$ cat src/hw/rtl/ibt_pkg.sv
// Shared types and codes for the interval booking table.
// Used by the cell, the top level and the port checker. No dependencies.
package ibt_pkg;

  typedef logic [1:0] status_t;

  localparam status_t STATUS_BOOKED  = 2'd0;
  localparam status_t STATUS_OVERLAP = 2'd1;
  localparam status_t STATUS_FULL    = 2'd2;
  localparam status_t STATUS_INVALID = 2'd3;

  // What one cell hands to the next: the scan token and the overlap flag
  // gathered so far.
  typedef struct packed {
    logic token;
    logic hit;
  } link_t;

endpackage

$ cat src/hw/rtl/ibt_cell.sv
// One storage cell of the booking table: holds one interval, compares it with
// the current request and passes the scan token and overlap flag onward.
// Depends on ibt_pkg.
module ibt_cell import ibt_pkg::*; #(
  parameter int TIME_BITS = 30,
  parameter int CNT_BITS  = 11,
  parameter int INDEX     = 0
) (
  input  logic                 clk,
  input  logic                 rst,
  input  logic [TIME_BITS-1:0] req_start,
  input  logic [TIME_BITS-1:0] req_end,
  input  logic [CNT_BITS-1:0]  count,
  input  logic                 wr_en,
  input  link_t                link_in,
  output link_t                link_out
);

  localparam logic [CNT_BITS-1:0] MY_INDEX = CNT_BITS'(INDEX);

  logic [TIME_BITS-1:0] cell_start;
  logic [TIME_BITS-1:0] cell_end;
  logic                 occupied;
  logic                 overlap;

  // Cells below the fill count hold booked intervals; the rest are ignored.
  assign occupied = (count > MY_INDEX);
  assign overlap  = occupied && (req_start < cell_end) && (cell_start < req_end);

  always_ff @(posedge clk) begin
    if (rst) begin
      link_out <= '0;
    end else begin
      link_out.token <= link_in.token;
      link_out.hit   <= link_in.hit | (link_in.token & overlap);
    end
  end

  // The next free cell is the one whose index equals the fill count.
  always_ff @(posedge clk) begin
    if (wr_en && (count == MY_INDEX)) begin
      cell_start <= req_start;
      cell_end   <= req_end;
    end
  end

endmodule

$ cat config.mk
export PLATFORM = sky130hd
export DESIGN_NAME = ibt_cell
export DESIGN_NICKNAME = d
export VERILOG_FILES = /design/src/hw/rtl/ibt_pkg.sv /design/src/hw/rtl/ibt_cell.sv
export SDC_FILE = /design/constraint.sdc
export NUM_CORES = 1
export LEC_CHECK = 0
export BUFFER_PORTS_ARGS = -buffer_cell sky130_fd_sc_hd__buf_2
export CORE_MARGIN = 1.5
export CORE_UTILIZATION = 25
export DETAILED_ROUTE_END_ITERATION = 12
export PLACE_DENSITY = 0.55
export SETUP_SLACK_MARGIN = 0.2
export SYNTH_ARGS = -nofsm -noshare
export SYNTH_HDL_FRONTEND = slang
export SYNTH_SLANG_ARGS = --single-unit
$ cat constraint.sdc
create_clock -name clk -period 2.5 [get_ports clk]
set_input_delay 0.125 -clock clk [delete_from_list [all_inputs] [get_ports clk]]
set_output_delay 0.125 -clock clk [all_outputs]
set_load 0.02 [all_outputs]
# == Word-level counts from Yosys, hierarchy flattened ==
# Index checks and enable logic that the tools add are counted.
# totals
reg_bits,62
in_bits,76
output_inout_bits,2
elab_cells,13
# classes
magnitude_cmp,3
bitwise,2
n_reduce_logical,4
# op_table
cell,count
$lt 30x30->1,2
$gt 11x1->1 const B,1
$logic_not 11->1,1
$logic_and 1x1->1,3
$and 1x1->1,1
$or 1x1->1,1

# == Logic depth before layout (Yosys ltp) ==
# Gate-level depths: netlist of the first run.
# depth
ltp_word,5
depth_mapped,8
ltp_nobuf,8

# == Worst setup path after synthesis of the first run ==
# Ideal clock, no wire load.
# synth_timing
path_type,input to register
startpoint,in count[4]
endpoint,reg cell_end[0] (enable)
setup_time_ns,0.424
arrival_ns,2.132
required_ns,2.076
setup_slack_ns,-0.056
path_stages,4
n_path_buf,0
cell_sequence,nor4_1 nand2_1 nor4_1 and2_1
# synth_via
elab_chain_len,2
# synth_rtl
item,line_no,text
start: declaration,ibt_cell.sv:13,"input logic [CNT_BITS-1:0] count,"
$logic_not 11->1,ibt_cell.sv:41,if (wr_en && (count == MY_INDEX)) begin
$logic_and 1x1->1,ibt_cell.sv:41,
end signal: assignment,ibt_cell.sv:43,cell_end <= req_end;
end: declaration,ibt_cell.sv:22,logic [TIME_BITS-1:0] cell_end;
# Every way passes these cells.
# A chain may end at the register's enable or synchronous reset.

# == Worst setup path in the final report of the first run ==
# layout_timing
startpoint,in req_start[28]
endpoint,reg link_out[0] (netlist bit)
# layout_via
elab_chain_len,5
# layout_rtl
item,line_no,text
start: declaration,ibt_cell.sv:11,"input logic [TIME_BITS-1:0] req_start,"
$lt 30x30->1,ibt_cell.sv:28,assign overlap = occupied && (req_start < cell_end) && (cell_start < req_end);
$logic_and 1x1->1 (2 in a row),ibt_cell.sv:28,
$and 1x1->1,ibt_cell.sv:35,link_out.hit <= link_in.hit | (link_in.token & overlap);
$or 1x1->1,ibt_cell.sv:35,
end: declaration,ibt_cell.sv:16,output link_t link_out
# Every way passes these cells.

==> key figures, run 1 <==
Outcome
  • Outcome: finished, final reports clean

Detailed routing
  • Routed length per placed instance: 12.3 µm
  • DRT antenna net count: 0
  • Via/cell ratio: 4.18
  • Final WL: 7370 µm
  • Drt drc: 0
  • Vias: 2,505
  • Initial DRC count: 78
  • Pre-antenna DRT Iters: 4

Run
  • Max-cap violations: 0

Die
  • Die ar.: 14,100 µm²
  • Initial Util: 25.4%
  • Die height: 119 µm
  • Site row count: 42
  • Die width: 119 µm
  • Core area: 13,200 µm²
  • # IOs: 78

Critical path
  • Crit-path max FO: 3
  • Critical path startpoint category: input port
  • Beginning of the critical path: req_start[28]
  • Worst reg2reg startpoint: cell_end[28]
  • Crit Path Class: in -> reg
  • CP Data Arrival Time: 2.14 ns
  • Worst Setup End Kind: flop
  • Required time of the critical path: 2.71 ns

Finish
  • FILL cells: 1,261
  • Most frequent cells in the layout: buf_2 (77), edfxtp_1 (60), dlygate4sd3_1 (59), inv_1 (58), ha_1 (58)
  • Fin nets: 554
  • Share of post-route cells with drive strength above 1: 23.1%
  • ANT cells: 0
  • Layout area overhead: 44.6%
  • Final instance area: 4850 µm²
  • Most common cell after layout, fill and taps aside: buf_2
  • Final core occ: 36.8%

Pwr
  • Clock power frac: 45.4%
  • Gate power share: 10.4%
  • Switch share: 20.8%
  • P_sw: 0.000537 W
  • Reg power frac: 44.2%
  • P_int: 0.00205 W
  • Power Density: 533 nW/µm²
  • Pleak: 2.19 nW
  • VDD IR-drop max: 0.268 mV

STA
  • Fin crit period: 1.93 ns
  • Final Setup Violations: 0
  • Final hold slack: 0.0176 ns
  • Unrepaired setup endpoints after global routing: no
  • Worst-Margin Slew: 0.447 ns
  • Final period utilization: 77.3%
  • Slew Viols, Final: 0
  • Final hold vios: 0
  • Max frequency: 0.518 GHz
  • Relative slew slack: 70.0%
  • Clk_skew: 0.00563 ns
  • Final setup TNS: 0 ns

Clocking
  • CTS H-tree depth: 3
  • Clock Latency Late Sink: 0.33 ns
  • CTS tree: done
  • CTS Buf Count: 9
  • Reg clk slew, reported paths: 0.05 ns
  • Clock sink count: 62
  • CTS root buf: clkbuf_16
  • Longest Clk Path Bufs: 2

Synthesis
  • Register area share after synthesis: 54.9%
  • #FFs+latches synth: 62
  • Synthesized cell area: 3360 µm²
  • Synth Instances: 272
  • Avg Cell Area, Syn: 12.3 µm²
  • Synth Warn #: 0
  • Synth Net Count: 406
  • Netlist cell types: 31

Global route
  • Tot GR Track Use: 11.5%
  • First-pass GRT wire length: 12,200 µm
  • Largest net degree at the start of global routing: 61
  • Antenna violations before repair: 0
  • Remaining global-route overflow: 0
  • Vias in the first global route: 2,589

Min path
  • Start point of the worst hold path: req_end[17]
  • Hold Path Class: in -> reg

Placement
  • Placed Area: 3980 µm²
  • Final GP Congestion: 0.791
  • PortBufs: 77
  • DP Wirelength: 5640 µm
==> stage by stage <==
stage,power (W),std cells,setup WS (ns)
after floorplan,0.00126,272,0.587
after global placement,0.00136,526,0.587
after detailed placement,0.00136,526,0.608
after CTS,0.00262,599,0.509
after global routing,0.00271,600,0.374
final,0.00258,600,0.568
==> cells by family after synthesis <==
logic type / after synthesis / share of synthesized area, %
AO/OA/AOI/OAI: 49 / 9.69
adder cells (fa/ha/maj): 58 / 21.6
buffers and inverters: 58 / 6.49
flip-flops: 62 / 54.9
AND/OR/NAND/NOR: 45 / 7.31
==> registers in the layout (all words and copies together) (netlist names) <==
name,cells
cell_end,30
link_out,2
cell_start,30
==> cell usage after synthesis <==
cell type / number / area share [%]
a2111oi_4: 1 / 0.82
a211oi_1: 1 / 0.22
a21boi_0: 1 / 0.22
a21o_1: 6 / 1.3
a21oi_1: 22 / 3.3
a21oi_2: 2 / 0.52
a221oi_1: 1 / 0.26
a31oi_1: 2 / 0.37
a41o_2: 1 / 0.34
a41oi_1: 1 / 0.26
and2_1: 1 / 0.19
dfxtp_1: 2 / 1.2
edfxtp_1: 60 / 54
ha_1: 58 / 22
inv_1: 58 / 6.5
nand2_1: 12 / 1.3
nand3_1: 7 / 1.0
nand4_1: 11 / 2.1
nor2_1: 2 / 0.22
nor2_4: 1 / 0.34
nor2b_1: 2 / 0.37
nor3_1: 4 / 0.60
nor3b_1: 1 / 0.22
nor3b_2: 1 / 0.37
nor4_1: 3 / 0.56
o211ai_1: 1 / 0.22
o21ai_0: 2 / 0.30
o21ai_1: 5 / 0.75
o21ai_2: 1 / 0.26
o311a_1: 1 / 0.30
o31ai_1: 1 / 0.22
==> path summary, 6_finish.rpt <==
kind                            slack, ns           end  depth (start not counted)
worst min register to register       0.89   link_out[0]                          5
worst max-delay path                 0.57   link_out[0]                          9
worst min-delay path                 0.02  cell_end[17]                          1
worst max register to register       0.68   link_out[0]                          8
==> layer usage <==
layer / up-vias / track usage, % / share of wire (%) / wire, µm
met3: 9 / 4.60 / 4.7 / 348
met2: 50 / 17.3 / 46 / 3360
met1: 1160 / 14.9 / 48 / 3570
met4: 0 / 4.37 / 1.2 / 91
li1: 1286 / - / - / -
met5: - / 0 / 0 / 0
==> repair_timing <==
action                    CTS  global route
buffers inserted            0             0
hold buffers               58             1
gates resized for setup     0             0
hold endpoints to repair   58             1
==> worst max-delay path, stage by stage <==
cell           delay, ns
dlygate4sd3_1       0.53
buf_2               0.14
ha_1                0.32
nand4_1             0.15
nor3_1              0.42
nand2_1             0.10
o21ai_1             0.14
a41oi_1             0.05
nor3b_2             0.18
==> area by class of cell <==
| class | instances | area (µm²) | area share, % |
|---|---|---|---|
| clock buffers | 9 | 225 | 4.64 |
| clock inverters | 6 | 53.8 | 1.11 |
| inverters | 58 | 218 | 4.49 |
| multi-input cells | 152 | 1300 | 26.7 |
| flip-flops and latches | 62 | 1840 | 38.0 |
| well taps | 176 | 220 | 4.54 |
| repair buffers | 137 | 996 | 20.5 |
==> power by group through the flow <==
stage / Sequential [W] / Clock, W / Combinational (W)
CTS: 0.00114 / 0.00121 / 0.000271
finish: 0.00114 / 0.00117 / 0.000268
floorplan: 0.00117 / 0 / 0.0000899
global route: 0.00114 / 0.00127 / 0.000304
detailed placement: 0.00116 / 0 / 0.000201
global placement: 0.00116 / 0 / 0.000195
No activity file was read; power rests on OpenSTA's default activity.
==> inputs of run 2 (changes only) <==
--- a/config.mk
+++ b/config.mk
@@ -5,11 +5,12 @@
 export SDC_FILE = /design/constraint.sdc
 export NUM_CORES = 1
 export LEC_CHECK = 0
+export ABC_AREA = 1
 export BUFFER_PORTS_ARGS = -buffer_cell sky130_fd_sc_hd__buf_2
 export CORE_MARGIN = 1.5
 export CORE_UTILIZATION = 25
 export DETAILED_ROUTE_END_ITERATION = 12
-export PLACE_DENSITY = 0.55
+export PLACE_DENSITY = 0.53
 export SETUP_SLACK_MARGIN = 0.2
 export SYNTH_ARGS = -nofsm -noshare
 export SYNTH_HDL_FRONTEND = slang
==> constraint.sdc (replaced) <==
create_clock -name clk -period 1.9 [get_ports clk]
set_input_delay 0.095 -clock clk [delete_from_list [all_inputs] [get_ports clk]]
set_output_delay 0.095 -clock clk [all_outputs]
set_load 0.02 [all_outputs]
==> run 2 against run 1 <==
Area after synthesis rose by 4.6%. Sequential power up 32%. Global-route usage down 0.81 points. Clock power is 38% higher. Cell count is 13% higher. Final area is 8.3% higher. First-iteration DRC count fell by 2.6%. Synthesized cell count up 25%.
==> key figures, run 2 <==
Outcome
  • Outcome: finished, final reports clean

Synthesis
  • Synth Instances: 340
  • Post-synth top cells: inv_1 (82), nand2_1 (67), edfxtp_1 (60)
  • Yosys top cell by area: edfxtp_1
  • Register area share after synthesis: 52.5%
  • Netlist cell types: 24
  • Post-synth EDFFs: 60
  • Synth Warn #: 0
  • Top-count cell post-synth: inv_1
  • #FFs+latches synth: 62
  • Top_reg_cell synth: edfxtp_1
  • Synth Net Count: 474
  • Avg Cell Area, Syn: 10.3 µm²
  • Top post-synthesis cells by area: edfxtp_1 (51%), ha_1 (21%), inv_1 (8.8%)
  • Fraction of synthesis flops using an asynchronous set or reset pin: 0%
  • Area fraction of the dominant cell type after synthesis: 51.3%
  • Synthesized cell area: 3510 µm²

Finish
  • Fin nets: 628
  • Share of post-route cells with drive strength above 1: 26.1%
  • Final instance area: 5260 µm²
  • ANT cells: 0
  • Layout area overhead: 49.7%
  • FILL cells: 1,397
  • Most common cell after layout, fill and taps aside: inv_1
  • Most frequent cells in the layout: inv_1 (79), buf_2 (77), dlygate4sd3_1 (63), nand2_1 (61), edfxtp_1 (60)
  • Final std cells w/o fill: 679
  • Top Registers: cell_end (30), cell_start (30), link_out (2)

Clocking
  • CTS tree: done
  • Clock Latency Late Sink: 0.33 ns
  • Longest Clk Path Bufs: 2
  • CTS H-tree depth: 3
  • CTS Buf Count: 9
  • Clock sink count: 62
  • CTS root buf: clkbuf_16
  • Reg clk slew, reported paths: 0.05 ns

Critical path
  • Reg2reg end: link_out[0]
  • Required time of the critical path: 2.17 ns
  • Worst setup endpoint: link_out[0]
  • CP Data Arrival Time: 1.89 ns
  • Worst reg2reg startpoint: cell_start[11]
  • Worst Setup End Kind: flop
  • Critical path startpoint category: input port
  • Crit Path Class: in -> reg
  • Beginning of the critical path: req_start[29]
  • Flop2flop setup slack: 0.31 ns
  • Crit-path max FO: 2
  • R2r worst-path depth: 12

Placement
  • Placed insts: 599
  • DP Wirelength: 5570 µm
  • Setup WS pre-CTS: 0.315 ns
  • Placed Area: 4160 µm²
  • PortBufs: 77
  • Final GP Congestion: 0.739

Pwr
  • Clock power frac: 46.2%
  • Gate power share: 11.0%
  • Switch share: 21.4%
  • P_int: 0.00276 W
  • VDD IR-drop max: 0.330 mV
  • P_sw: 0.000752 W
  • Pwr Total: 0.00351 W
  • Power Density: 668 nW/µm²
  • Pleak: 2.45 nW
  • Reg power frac: 42.8%

Global route
  • First-pass GRT wire length: 11,900 µm
  • Remaining global-route overflow: 0
  • Tot GR Track Use: 10.7%
  • Vias in the first global route: 2,684
  • Largest net degree at the start of global routing: 30
  • Antenna violations before repair: 0

STA
  • Final hold vios: 0
  • Relative slew slack: 79.5%
  • Fin crit period: 1.61 ns
  • Max frequency: 0.619 GHz
  • Worst-Margin Slew: 0.307 ns
  • Clk_skew: 0.00370 ns
  • Slew Viols, Final: 0
  • Final Setup Violations: 0
  • Final worst slack: 0.285 ns
  • Final setup TNS: 0 ns
  • Final period utilization: 85.0%
  • Unrepaired setup endpoints after global routing: yes

Die
  • Die height: 122 µm
  • Site row count: 43
  • Die width: 122 µm
  • # IOs: 78
  • Core area: 13,800 µm²
  • Initial Util: 25.5%
  • Die ar.: 14,800 µm²

Detailed routing
  • Drt drc: 0
  • DRT antenna net count: 0
  • Final WL: 7590 µm
  • Routed length per placed instance: 11.2 µm
  • Initial DRC count: 76
  • Vias: 2,681
  • Pre-antenna DRT Iters: 4
  • Via/cell ratio: 3.95

Min path
  • Hold Path Class: in -> reg

Run
  • Max-cap violations: 0
run 2: cell type report:
cell class                      instances  area, µm²  area share, %
Multi-Input combinational cell        194       1520           28.9
Sequential cell                        62       1840           35.0
Tap cell                              180        225           4.29
Clock inverter                          5       48.8          0.929
Inverter                               84        315           6.00
Clock buffer                           11        243           4.62
Timing Repair Buffer                  143       1060           20.2
run 2: repair_timing:
| action | CTS | global route |
|---|---|---|
| endpoints found under the hold margin | 62 | 0 |
| setup buffers | 0 | 1 |
| setup endpoints to repair | 0 | 1 |
| hold buffers | 63 | 0 |
| gates resized for setup | 0 | 23 |
run 2: kinds of logic (layout without fill, tap and decap cells):
kind of cell | count (synthesis) | count (layout) | synth area share (%)
compound gates | 32 | 32 | 5.27
flops | 62 | 62 | 52.5
simple gates | 104 | 104 | 12.6
buf+inv | 84 | 243 | 8.98
fa+ha+maj | 58 | 58 | 20.7
run 2: power groups by stage:
stage / Clock, W / Sequential (W) / Combinational (W)
after floorplan: 0 / 0.00153 / 0.000129
after global placement: 0 / 0.00153 / 0.000267
after detailed placement: 0 / 0.00153 / 0.000270
after CTS: 0.00167 / 0.00150 / 0.000372
after global routing: 0.00172 / 0.00150 / 0.000439
final: 0.00162 / 0.00150 / 0.000387
run 2: worst min-delay path by stage:
stage                          start  depth (start not counted)  slack, ns             end
after CTS                      wr_en                          2       0.18  cell_start[29]
after detailed placement  req_end[8]                          1       0.29     cell_end[8]
after floorplan                  rst                          1       0.16     link_out[0]
after global placement    req_end[3]                          1       0.29     cell_end[3]
after global routing           wr_en                          2       0.20  cell_start[28]
final                          wr_en                          2       0.19  cell_start[28]
run 2: stage by stage:
| stage | util, % | hold WS, ns |
|---|---|---|
| 2_1_floorplan | - | 0.157 |
| 3_3_place_gp | 30.2 | 0.288 |
| 3_5_place_dp | 30.2 | 0.289 |
| 4_1_cts | 36.9 | 0.177 |
| 5_1_grt | 38.2 | 0.198 |
| 6_report | 38.2 | 0.192 |
run 2: metal layers:
layer / share of wire (%) / track usage, %
met1: 48 / 13.4
met2: 45 / 17.1
met3: 4.7 / 3.57
met4: 1.5 / 4.19
met5: 0 / 0
run 2: worst max-delay path: stages:
cell and delay (ns):
dlygate4sd3_1 0.53, buf_2 0.13, ha_1 0.31, nand2_1 0.09, clkinv_1 0.08, nand3_1 0.12, a21oi_1 0.06, nor2_1 0.08
nand2_1 0.06, nor2_2 0.11, nand3_2 0.09, a21oi_2 0.12
